==> src/hw/rtl/rft_pkg.sv <==
`default_nettype none
// ---------------------------------------------------------------------------
// rft_pkg
// Shared constants, register indexes and types of the rail fence core.
// ---------------------------------------------------------------------------
package rft_pkg;

	localparam int MaxLenDef = 64;
	localparam int LenW      = 7;
	localparam int RailsW    = 7;
	localparam int PosW      = 8;
	localparam int CharW     = 8;
	localparam int Banks     = 2;
	localparam int BankW     = 1;
	localparam int CntW      = 2;
	localparam int CfgIdxW   = 1;
	localparam int CfgDataW  = 7;

	localparam logic [CfgIdxW-1:0] RegRails = 1'd0;
	localparam logic [CfgIdxW-1:0] RegMode  = 1'd1;

	localparam logic [RailsW-1:0] RailsRst = 7'd2;
	localparam logic              ModeEnc  = 1'b0;
	localparam logic              ModeDec  = 1'b1;

	// One complete message waiting in a buffer bank.
	typedef struct packed {
		logic [LenW-1:0]   len;
		logic              ovf;
		logic [RailsW-1:0] rails;
		logic              mode;
	} rft_desc_t;

	typedef struct packed {
		logic active;
		logic pop;
	} rft_back_stat_t;

endpackage
`default_nettype wire

==> src/hw/rtl/rail_fence_transposition_core.sv <==
`default_nettype none
// ---------------------------------------------------------------------------
// rail_fence_transposition_core
// Rail fence transposition of byte messages, encrypt or decrypt.
// ---------------------------------------------------------------------------
// Usage: write rails (index 0) and mode (index 1) on the cfg port while the
// core is idle. Present message bytes on char_in with start high; a byte is
// transferred on each edge with start high and busy low, one per cycle.
// last_in marks the final byte. Messages longer than MaxLen are truncated
// and every result of such a message carries overflow.
// Two buffer banks let the next message load while the previous one is
// being transposed; busy rises only when both banks hold messages.
// Results appear on char_out with result_valid high for exactly one cycle
// each, one per cycle, last_out on the final byte; the receiver cannot
// stall. Encrypt: with the engine idle, the first result follows the last byte
// through the queue, the idle state, the bank read and the output register,
// then len results back to back. Decrypt adds a scatter pass of len bytes and
// a gap state that lets the last scattered byte land in the reorder buffer
// before the in-order read. Reset clears all control state and returns the
// registers to rails 2 and encrypt; no clearing pass is needed.
// ---------------------------------------------------------------------------
module rail_fence_transposition_core #(
	parameter int MaxLen = rft_pkg::MaxLenDef
) (
	input  wire logic                          clk,
	input  wire logic                          arst_n,
	input  wire logic                          cfg_we,
	input  wire logic [rft_pkg::CfgIdxW-1:0]   cfg_index,
	input  wire logic [rft_pkg::CfgDataW-1:0]  cfg_data,
	input  wire logic                          start,
	output logic                               busy,
	input  wire logic [rft_pkg::CharW-1:0]     char_in,
	input  wire logic                          last_in,
	output logic                               result_valid,
	output logic [rft_pkg::CharW-1:0]          char_out,
	output logic                               last_out,
	output logic                               overflow
);

	localparam int AW = $clog2(MaxLen);

	logic                              st_we;
	logic [rft_pkg::BankW+AW-1:0]      st_waddr;
	logic [rft_pkg::CharW-1:0]         st_wdata;
	logic [rft_pkg::BankW+AW-1:0]      st_raddr;
	logic [rft_pkg::CharW-1:0]         st_rdata;
	logic                              q_push;
	rft_pkg::rft_desc_t                q_push_desc;
	rft_pkg::rft_desc_t                q_head_desc;
	logic [rft_pkg::BankW-1:0]         q_head_bank;
	logic [rft_pkg::BankW-1:0]         q_tail_bank;
	logic [rft_pkg::CntW-1:0]          q_count;
	logic                              q_full;
	rft_pkg::rft_back_stat_t           bk_stat;

	rft_front #(
		.MaxLen (MaxLen)
	) u_front (
		.clk       (clk),
		.arst_n    (arst_n),
		.cfg_we    (cfg_we),
		.cfg_index (cfg_index),
		.cfg_data  (cfg_data),
		.start     (start),
		.char_in   (char_in),
		.last_in   (last_in),
		.full      (q_full),
		.wr_bank   (q_tail_bank),
		.busy      (busy),
		.st_we     (st_we),
		.st_waddr  (st_waddr),
		.st_wdata  (st_wdata),
		.push      (q_push),
		.push_desc (q_push_desc)
	);

	rft_ram #(
		.Width (rft_pkg::CharW),
		.Depth (rft_pkg::Banks << AW)
	) u_store_ram (
		.clk   (clk),
		.we    (st_we),
		.waddr (st_waddr),
		.wdata (st_wdata),
		.raddr (st_raddr),
		.rdata (st_rdata)
	);

	rft_queue u_queue (
		.clk       (clk),
		.arst_n    (arst_n),
		.push      (q_push),
		.push_desc (q_push_desc),
		.pop       (bk_stat.pop),
		.head_desc (q_head_desc),
		.head_bank (q_head_bank),
		.tail_bank (q_tail_bank),
		.count     (q_count),
		.full      (q_full)
	);

	rft_back #(
		.MaxLen (MaxLen)
	) u_back (
		.clk          (clk),
		.arst_n       (arst_n),
		.q_valid      (q_count != '0),
		.q_desc       (q_head_desc),
		.q_bank       (q_head_bank),
		.st_raddr     (st_raddr),
		.st_rdata     (st_rdata),
		.stat         (bk_stat),
		.result_valid (result_valid),
		.char_out     (char_out),
		.last_out     (last_out),
		.overflow     (overflow)
	);

	// A message is retired only after it was queued.
	assert property (@(posedge clk) disable iff (!arst_n)
		bk_stat.pop |-> (q_count != '0))
		else $error("descriptor retired from an empty queue");

	// The front never overwrites the bank that the back is still reading.
	assert property (@(posedge clk) disable iff (!arst_n)
		(st_we && bk_stat.active) |-> (st_waddr[rft_pkg::BankW+AW-1:AW] != q_head_bank))
		else $error("intake write into the bank under transposition");

	// Intake stalls exactly when both banks are taken.
	assert property (@(posedge clk) disable iff (!arst_n)
		busy == (q_count == rft_pkg::CntW'(rft_pkg::Banks)))
		else $error("busy disagrees with the bank occupancy");

	// The transposition engine reads only while it holds a queued message.
	assert property (@(posedge clk) disable iff (!arst_n)
		bk_stat.active |-> (q_count != '0))
		else $error("transposition running without a queued message");

endmodule
`default_nettype wire

==> src/hw/rtl/rft_ram.sv <==
`default_nettype none
// ---------------------------------------------------------------------------
// rft_ram
// Generic simple dual-port RAM: one write port, one registered read port.
// ---------------------------------------------------------------------------
module rft_ram #(
	parameter int Width = 8,
	parameter int Depth = 64
) (
	input  wire logic                     clk,
	input  wire logic                     we,
	input  wire logic [$clog2(Depth)-1:0] waddr,
	input  wire logic [Width-1:0]         wdata,
	input  wire logic [$clog2(Depth)-1:0] raddr,
	output logic      [Width-1:0]         rdata
);

	logic [Width-1:0] mem_q [Depth];
	logic [Width-1:0] rdata_q;

	always_ff @(posedge clk) begin
		if (we) begin
			mem_q[waddr] <= wdata;
		end
		rdata_q <= mem_q[raddr];
	end

	assign rdata = rdata_q;

endmodule
`default_nettype wire

==> src/hw/rtl/rft_front.sv <==
`default_nettype none
// ---------------------------------------------------------------------------
// rft_front
// Configuration registers and message intake: stores bytes into the free
// buffer bank and hands a descriptor to the queue on the last byte.
// ---------------------------------------------------------------------------
module rft_front #(
	parameter int MaxLen = rft_pkg::MaxLenDef,
	localparam int AW = $clog2(MaxLen)
) (
	input  wire logic                           clk,
	input  wire logic                           arst_n,
	input  wire logic                           cfg_we,
	input  wire logic [rft_pkg::CfgIdxW-1:0]    cfg_index,
	input  wire logic [rft_pkg::CfgDataW-1:0]   cfg_data,
	input  wire logic                           start,
	input  wire logic [rft_pkg::CharW-1:0]      char_in,
	input  wire logic                           last_in,
	input  wire logic                           full,
	input  wire logic [rft_pkg::BankW-1:0]      wr_bank,
	output logic                                busy,
	output logic                                st_we,
	output logic [rft_pkg::BankW+AW-1:0]        st_waddr,
	output logic [rft_pkg::CharW-1:0]           st_wdata,
	output logic                                push,
	output rft_pkg::rft_desc_t                  push_desc
);

	logic [rft_pkg::RailsW-1:0] rails_q;
	logic                       mode_q;
	logic [rft_pkg::LenW-1:0]   len_q;
	logic                       ovf_q;
	logic                       accept;
	logic                       room;

	assign accept   = start & ~full;
	assign busy     = full;
	assign room     = (len_q != rft_pkg::LenW'(MaxLen));
	assign st_we    = accept & room;
	assign st_waddr = {wr_bank, len_q[AW-1:0]};
	assign st_wdata = char_in;
	assign push     = accept & last_in;

	always_comb begin
		push_desc.len   = room ? len_q + rft_pkg::LenW'(1) : len_q;
		push_desc.ovf   = ovf_q | ~room;
		// Zero rails behaves as one rail.
		push_desc.rails = (rails_q == '0) ? rft_pkg::RailsW'(1) : rails_q;
		push_desc.mode  = mode_q;
	end

	always_ff @(posedge clk or negedge arst_n) begin
		if (!arst_n) begin
			rails_q <= rft_pkg::RailsRst;
			mode_q  <= rft_pkg::ModeEnc;
		end else if (cfg_we) begin
			unique case (cfg_index)
				rft_pkg::RegRails: rails_q <= cfg_data;
				rft_pkg::RegMode:  mode_q  <= cfg_data[0];
				default: ;
			endcase
		end
	end

	always_ff @(posedge clk or negedge arst_n) begin
		if (!arst_n) begin
			len_q <= '0;
			ovf_q <= 1'b0;
		end else if (accept) begin
			if (last_in) begin
				len_q <= '0;
				ovf_q <= 1'b0;
			end else if (room) begin
				len_q <= len_q + rft_pkg::LenW'(1);
			end else begin
				ovf_q <= 1'b1;
			end
		end
	end

endmodule
`default_nettype wire

==> src/hw/rtl/rft_queue.sv <==
`default_nettype none
// ---------------------------------------------------------------------------
// rft_queue
// Two-entry descriptor queue. Each slot owns one buffer bank, so the slot
// pointers double as bank selects for the front and the back.
// ---------------------------------------------------------------------------
module rft_queue (
	input  wire logic                        clk,
	input  wire logic                        arst_n,
	input  wire logic                        push,
	input  wire rft_pkg::rft_desc_t          push_desc,
	input  wire logic                        pop,
	output rft_pkg::rft_desc_t               head_desc,
	output logic [rft_pkg::BankW-1:0]        head_bank,
	output logic [rft_pkg::BankW-1:0]        tail_bank,
	output logic [rft_pkg::CntW-1:0]         count,
	output logic                             full
);

	rft_pkg::rft_desc_t               entries_q [rft_pkg::Banks];
	logic [rft_pkg::BankW-1:0]        head_q;
	logic [rft_pkg::BankW-1:0]        tail_q;
	logic [rft_pkg::CntW-1:0]         count_q;

	assign head_desc = entries_q[head_q];
	assign head_bank = head_q;
	assign tail_bank = tail_q;
	assign count     = count_q;
	assign full      = (count_q == rft_pkg::CntW'(rft_pkg::Banks));

	always_ff @(posedge clk) begin
		if (push) begin
			entries_q[tail_q] <= push_desc;
		end
	end

	always_ff @(posedge clk or negedge arst_n) begin
		if (!arst_n) begin
			head_q  <= '0;
			tail_q  <= '0;
			count_q <= '0;
		end else begin
			if (push) begin
				tail_q <= tail_q + rft_pkg::BankW'(1);
			end
			if (pop) begin
				head_q <= head_q + rft_pkg::BankW'(1);
			end
			case ({push, pop})
				2'b10:   count_q <= count_q + rft_pkg::CntW'(1);
				2'b01:   count_q <= count_q - rft_pkg::CntW'(1);
				default: count_q <= count_q;
			endcase
		end
	end

endmodule
`default_nettype wire

==> src/hw/rtl/rft_back.sv <==
`default_nettype none
// ---------------------------------------------------------------------------
// rft_back
// Transposition engine: walks the rails of the zigzag one position per
// cycle and either emits the bytes directly (encrypt) or scatters them into
// a reorder buffer that is then read out in order (decrypt).
// ---------------------------------------------------------------------------
module rft_back #(
	parameter int MaxLen = rft_pkg::MaxLenDef,
	localparam int AW = $clog2(MaxLen)
) (
	input  wire logic                          clk,
	input  wire logic                          arst_n,
	input  wire logic                          q_valid,
	input  wire rft_pkg::rft_desc_t            q_desc,
	input  wire logic [rft_pkg::BankW-1:0]     q_bank,
	output logic [rft_pkg::BankW+AW-1:0]       st_raddr,
	input  wire logic [rft_pkg::CharW-1:0]     st_rdata,
	output rft_pkg::rft_back_stat_t            stat,
	output logic                               result_valid,
	output logic [rft_pkg::CharW-1:0]          char_out,
	output logic                               last_out,
	output logic                               overflow
);

	typedef enum logic [3:0] {
		BkIdle = 4'b0001,
		BkPerm = 4'b0010,
		BkGap  = 4'b0100,
		BkSeq  = 4'b1000
	} rft_back_state_t;

	rft_back_state_t             state_q;
	logic [rft_pkg::LenW-1:0]    len_q;
	logic                        ovf_q;
	logic [rft_pkg::RailsW-1:0]  rails_q;
	logic                        mode_q;
	logic [rft_pkg::RailsW-1:0]  rail_q;
	logic [rft_pkg::PosW-1:0]    pos_q;
	logic                        dir_q;
	logic [rft_pkg::LenW-1:0]    cnt_q;

	logic                        emit_s1;
	logic                        wr_s1;
	logic                        src_s1;
	logic                        last_s1;
	logic                        ovf_s1;
	logic [AW-1:0]               waddr_s1;

	logic                        result_valid_q;
	logic [rft_pkg::CharW-1:0]   char_q;
	logic                        last_q;
	logic                        overflow_q;

	logic [rft_pkg::LenW-1:0]    cnt_next;
	logic                        is_last;
	logic [rft_pkg::PosW-1:0]    period;
	logic [rft_pkg::PosW-1:0]    lower;
	logic [rft_pkg::PosW-1:0]    upper;
	logic [rft_pkg::PosW-1:0]    step_a;
	logic [rft_pkg::PosW-1:0]    step_b;
	logic [rft_pkg::PosW-1:0]    step;
	logic [rft_pkg::PosW-1:0]    npos;
	logic [rft_pkg::RailsW-1:0]  rail_next;
	logic [rft_pkg::CharW-1:0]   buf_rdata;

	assign cnt_next  = cnt_q + rft_pkg::LenW'(1);
	assign is_last   = (cnt_next == len_q);
	assign rail_next = rail_q + rft_pkg::RailsW'(1);

	// On rail r the gaps between positions alternate between 2(R-1)-2r and 2r;
	// the outer rails have one gap of zero and use the other one throughout.
	always_comb begin
		period = {rails_q, 1'b0} - rft_pkg::PosW'(2);
		lower  = {rail_q, 1'b0};
		upper  = period - lower;
		step_a = dir_q ? lower : upper;
		step_b = dir_q ? upper : lower;
		if (rails_q == rft_pkg::RailsW'(1)) begin
			step = rft_pkg::PosW'(1);
		end else if (step_a != '0) begin
			step = step_a;
		end else begin
			step = step_b;
		end
		npos = pos_q + step;
	end

	assign st_raddr    = {q_bank, (mode_q == rft_pkg::ModeDec) ? cnt_q[AW-1:0] : pos_q[AW-1:0]};
	assign stat.active = (state_q == BkPerm);
	assign stat.pop    = (state_q == BkPerm) & is_last;

	rft_ram #(
		.Width (rft_pkg::CharW),
		.Depth (MaxLen)
	) u_reorder_ram (
		.clk   (clk),
		.we    (wr_s1),
		.waddr (waddr_s1),
		.wdata (st_rdata),
		.raddr (cnt_q[AW-1:0]),
		.rdata (buf_rdata)
	);

	always_ff @(posedge clk or negedge arst_n) begin
		if (!arst_n) begin
			state_q <= BkIdle;
			len_q   <= '0;
			ovf_q   <= 1'b0;
			rails_q <= rft_pkg::RailsW'(1);
			mode_q  <= rft_pkg::ModeEnc;
			rail_q  <= '0;
			pos_q   <= '0;
			dir_q   <= 1'b0;
			cnt_q   <= '0;
			emit_s1 <= 1'b0;
			wr_s1   <= 1'b0;
		end else begin
			emit_s1 <= 1'b0;
			wr_s1   <= 1'b0;
			unique case (state_q)
				BkIdle: begin
					if (q_valid) begin
						len_q   <= q_desc.len;
						ovf_q   <= q_desc.ovf;
						rails_q <= q_desc.rails;
						mode_q  <= q_desc.mode;
						rail_q  <= '0;
						pos_q   <= '0;
						dir_q   <= 1'b0;
						cnt_q   <= '0;
						state_q <= BkPerm;
					end
				end
				BkPerm: begin
					emit_s1 <= (mode_q == rft_pkg::ModeEnc);
					wr_s1   <= (mode_q == rft_pkg::ModeDec);
					cnt_q   <= cnt_next;
					if (npos >= {1'b0, len_q}) begin
						rail_q <= rail_next;
						pos_q  <= {1'b0, rail_next};
						dir_q  <= 1'b0;
					end else begin
						pos_q <= npos;
						dir_q <= ~dir_q;
					end
					if (is_last) begin
						state_q <= (mode_q == rft_pkg::ModeDec) ? BkGap : BkIdle;
					end
				end
				BkGap: begin
					// Lets the final scatter write land before the in-order read.
					cnt_q   <= '0;
					state_q <= BkSeq;
				end
				BkSeq: begin
					emit_s1 <= 1'b1;
					cnt_q   <= cnt_next;
					if (is_last) begin
						state_q <= BkIdle;
					end
				end
				default: state_q <= BkIdle;
			endcase
		end
	end

	always_ff @(posedge clk) begin
		src_s1   <= (state_q == BkSeq);
		last_s1  <= is_last;
		ovf_s1   <= ovf_q;
		waddr_s1 <= pos_q[AW-1:0];
		char_q     <= src_s1 ? buf_rdata : st_rdata;
		last_q     <= last_s1;
		overflow_q <= ovf_s1;
	end

	always_ff @(posedge clk or negedge arst_n) begin
		if (!arst_n) begin
			result_valid_q <= 1'b0;
		end else begin
			result_valid_q <= emit_s1;
		end
	end

	assign result_valid = result_valid_q;
	assign char_out     = char_q;
	assign last_out     = last_q;
	assign overflow     = overflow_q;

endmodule
`default_nettype wire
==> config.mk <==
export PLATFORM = sky130hd
export DESIGN_NAME = rail_fence_transposition_core
export DESIGN_NICKNAME = d
export VERILOG_FILES = /design/src/hw/rtl/rft_pkg.sv /design/src/hw/rtl/rail_fence_transposition_core.sv /design/src/hw/rtl/rft_ram.sv /design/src/hw/rtl/rft_front.sv /design/src/hw/rtl/rft_queue.sv /design/src/hw/rtl/rft_back.sv
export SDC_FILE = /design/constraint.sdc
export NUM_CORES = 2
export LEC_CHECK = 0
export BUFFER_PORTS_ARGS = -buffer_cell sky130_fd_sc_hd__buf_4
export CORE_ASPECT_RATIO = 0.7
export CORE_MARGIN = 2
export CORE_UTILIZATION = 33
export CTS_CLUSTER_SIZE = 20
export DETAILED_ROUTE_END_ITERATION = 12
export SETUP_SLACK_MARGIN = 0.2
export SLEW_MARGIN = 20
export SYNTH_ARGS = -nofsm -noshare
export SYNTH_HDL_FRONTEND = slang
export SYNTH_SLANG_ARGS = --single-unit
export TNS_END_PERCENT = 100
==> constraint.sdc <==
create_clock -name clk -period 7.1 [get_ports clk]
set_clock_uncertainty 0.1 [all_clocks]
set_input_delay 0.355 -clock clk [delete_from_list [all_inputs] [get_ports clk]]
set_output_delay 0.355 -clock clk [all_outputs]
set_load 0.02 [all_outputs]
==> reports/metrics.csv <==
metric;value;unit
Mapped Area;65140;um2
Hold Path Class;in -> reg;
worst path required time;7.69;ns
RR Endpoint;u_back.rail_q[1];
core area;196200;um2
most common cell after layout, fill and taps aside;edfxtp_1;
initial core utilization;33.20;%
synthesized area per cell;20.67;um2
Leak;22.84;nW
number of gates resized after cts;0;
ys flop type;edfxtp_1;
nets@finish;3294;
initial drt markers;3673;
maximum clock rate;0.1562;GHz
WL final;148600;um
Synth cell types;60;
Worst Hold Path EP;u_front.ovf_q;
synthesized flop and latch total;1669;
count of pins over their slew limit;0;
hold path start;start;
Max Fanout on Critical Path;10;
Port-buffer cells;32;
Final setup viols;0;
post-route ant nets;0;
Die Y-Extent;375.7;um
sequential share of power;44.6;%
EDFF count, synth;1568;
largest net degree at the start of global routing;119;
most frequent cells in the layout;edfxtp_1, mux4_2, nor2_1, clkbuf_16, a22oi_1;
clock power share;30.9;%
row count;136;
Reg clk slew, reported paths;0.06;ns
Sw Ratio;29.05;%
element type at the critical path start;register;
Worst R2R Start;u_back.rails_q[0];
CTS Buffer Depth;4;
crit-path cells;inv_1, ha_1, fa_1, nor2b_1, o221ai_1, o21ai_1, nor2_1, xnor2_1, o41a_1, mux2i_1, nor2_1, fa_1, a21o_1, a21oi_1, o21bai_1, a21oi_1, xnor2_1, ha_1, a21o_1, a31oi_1, nand2b_1, mux2i_2, nand2b_1, mux2i_1;
Critical Path End Type;register;
via count;31270;
share of cells above drive strength 1;22.72;%
Multi-input gate area;14820;um2
first-pass GRT wire length;218700;um
fin cells;5982;
Critical Path Slowest Stage Cell;dfstp_2;
Fin. Hold Viols;0;
Via-to-Cell Ratio;5.227;
die span in x;535.0;um
DIE AREA;201000;um2
fillers;17646;
Final HPWL DP;86270;um
Setup Crit Path Kind;reg -> reg;
area leader, netlist;edfxtp_1;
Skew-Pair Late Insertion Delay;0.81;ns
maximum vdd drop;0.0003715;V
Worst path max stage delay;0.53;ns
clk sinks;1669;
maxcap violations;0;
synthesized instance count;3151;
antenna violations before repair;4;
total power per unit cell area;360.7;nW/um2
asr flop ratio synth;3.954;%
vias in the first global route;30870;
Reg area;49460;um2
total CTS buffers;159;
sw power;7.700;mW
status;completed;
Congestion Overflow GR;0;
Root Buffer;clkbuf_16;
Remaining DRCs;0;
DR pass1 iterations;5;
Setup TNS Final;0;ns
Synth top area share;72.28;%
worst relative slew slack;24.83;%
Seq/Total Area, Yosys;75.90;%
P_int;18.81;mW
synth top area cells;edfxtp_1, mux4_2, dfrtp_1;
critical path arrival;7.00;ns
GP Congestion;0.7774;
H-Tree Depth;4;
I/O pins;33;
Tmin final;6.403;ns
slew at the pin closest to its max-slew limit;1.123;ns
Syn Nets;3204;
placed insts;5675;
synth-to-layout area growth;12.82;%
Tcrit/Tclk final;90.18;%
hold depth;3;
RSZ-0062 raised after global routing;false;
Critical Path Start;u_back.rails_q[0];
Avg WL per Cell;24.84;um
Comb pwr share;24.5;%
Synth warnings;0;
GRT Total Usage;14.62;%
Setup Buffers After CTS;0;
FF-to-FF path depth;24;
r2r setup slk;0.70;ns
CTS tree;built;
[worst max path at each step]
stage / endpoint / slack, ns / cells past startpoint
2_1_floorplan: u_back.pos_q[2] / 1.65 / 25
3_3_place_gp: u_back.rail_q[1] / 0.85 / 24
3_5_place_dp: u_back.rail_q[1] / 0.74 / 24
4_1_cts: u_back.rail_q[1] / 0.73 / 24
5_1_grt: u_back.rail_q[1] / 0.25 / 24
6_report: u_back.rail_q[1] / 0.70 / 24
[cell usage after synthesis (10+ instances only)]
library cell,number
edfxtp_1,1568
mux4_2,424
nor2_1,235
a22oi_1,94
clkbuf_1,87
nand2_1,84
dfrtp_1,63
o21ai_0,53
a21oi_1,46
nand3_1,42
buf_2,38
dfxtp_1,35
inv_1,35
a22o_1,30
ha_1,30
mux2i_1,30
xnor2_1,27
buf_4,25
buf_1,22
mux2_2,20
a221oi_1,18
o21ai_1,14
nand2b_1,12
nor2b_1,11
xor2_1,10
[through the flow]
stage	hold slack [ns]	setup WS (ns)	util, %	total power, mW	instance area [um2]
after global routing	0.06696	0.2482	37.45	27.64	73490
final	0.05182	0.6973	37.46	26.51	73490
after CTS	0.007186	0.7296	37.44	26.78	73460
after floorplan	-0.04059	1.650	-	16.48	65140
after detailed placement	0.2197	0.7430	34.83	18.60	68330
after global placement	0.2301	0.8523	34.83	18.51	68330
[cells by family after synthesis]
logic type	after synthesis	share of synthesized area, %
buf+inv	211	1.479
compound gates	293	3.068
simple gates	433	2.908
flops	1669	75.90
xor+xnor	37	0.4975
mux	476	15.51
fa+ha+maj	32	0.6377
[routing by layer]
metal,GRT usage [%],wire length [um],part of all wire [%],vias to the layer above
met5,0,0,0,-
met4,2.871,2243,1.5,0
met3,3.146,11990,8.1,190
met2,20.86,64880,44,1188
met1,22.83,69470,47,16704
li1,-,-,-,13188
[power by group through the flow]
stage / logic [mW] / registers [mW] / clock network (mW)
after floorplan: 4.38 / 12.1 / 0
after global placement: 6.48 / 12.0 / 0
after detailed placement: 6.56 / 12.0 / 0
after CTS: 6.59 / 11.8 / 8.36
after global routing: 7.04 / 11.9 / 8.74
final: 6.49 / 11.8 / 8.19
[worst max-delay path, delay by kind of cell, from the launching register on]
kind | cells | cell delay, ns
compound gates | 9 | 2.01
flops | 1 | 0.53
buf+inv | 1 | 0.06
fa+ha+maj | 4 | 1.57
mux | 3 | 0.80
simple gates | 5 | 0.92
xor+xnor | 2 | 0.34
[layout make-up]
| cell class | instances | area share [%] |
|---|---|---|
| antenna | 1 | 0.003405 |
| timing repair buffer | 105 | 1.251 |
| tap | 2622 | 4.464 |
| clock buffer | 204 | 5.789 |
| sequential | 1669 | 67.31 |
| clock inverter | 75 | 0.8377 |
| multi-input combinational | 1271 | 20.17 |
| inverter | 35 | 0.1788 |
[sequential cells by signal, summed over array words and instances, names as in the netlist, 2 cells and up]
signal                      cells
u_back.char_out                 8
u_store_ram.rdata               8
u_front.len_q                   7
u_store_ram.mem_q            1024
u_back.u_reorder_ram.mem_q    512
u_queue.entries_q              32
u_back.len_q                    7
u_front.rails_q                 7
u_back.waddr_s1                 6
u_queue.count                   2
u_back.rails_q                  7
u_back.u_reorder_ram.rdata      8
u_back.cnt_q                    7
u_back.pos_q                    8
u_back.rail_q                   7
u_back.state_q                  4
[repair_timing]
| item | in CTS | in global routing |
|---|---|---|
| hold buffers | 26 | 0 |
| endpoints found under the hold margin | 314 | 0 |
| setup endpoints to repair | 0 | 0 |
Power figures use the tool's default switching activity.
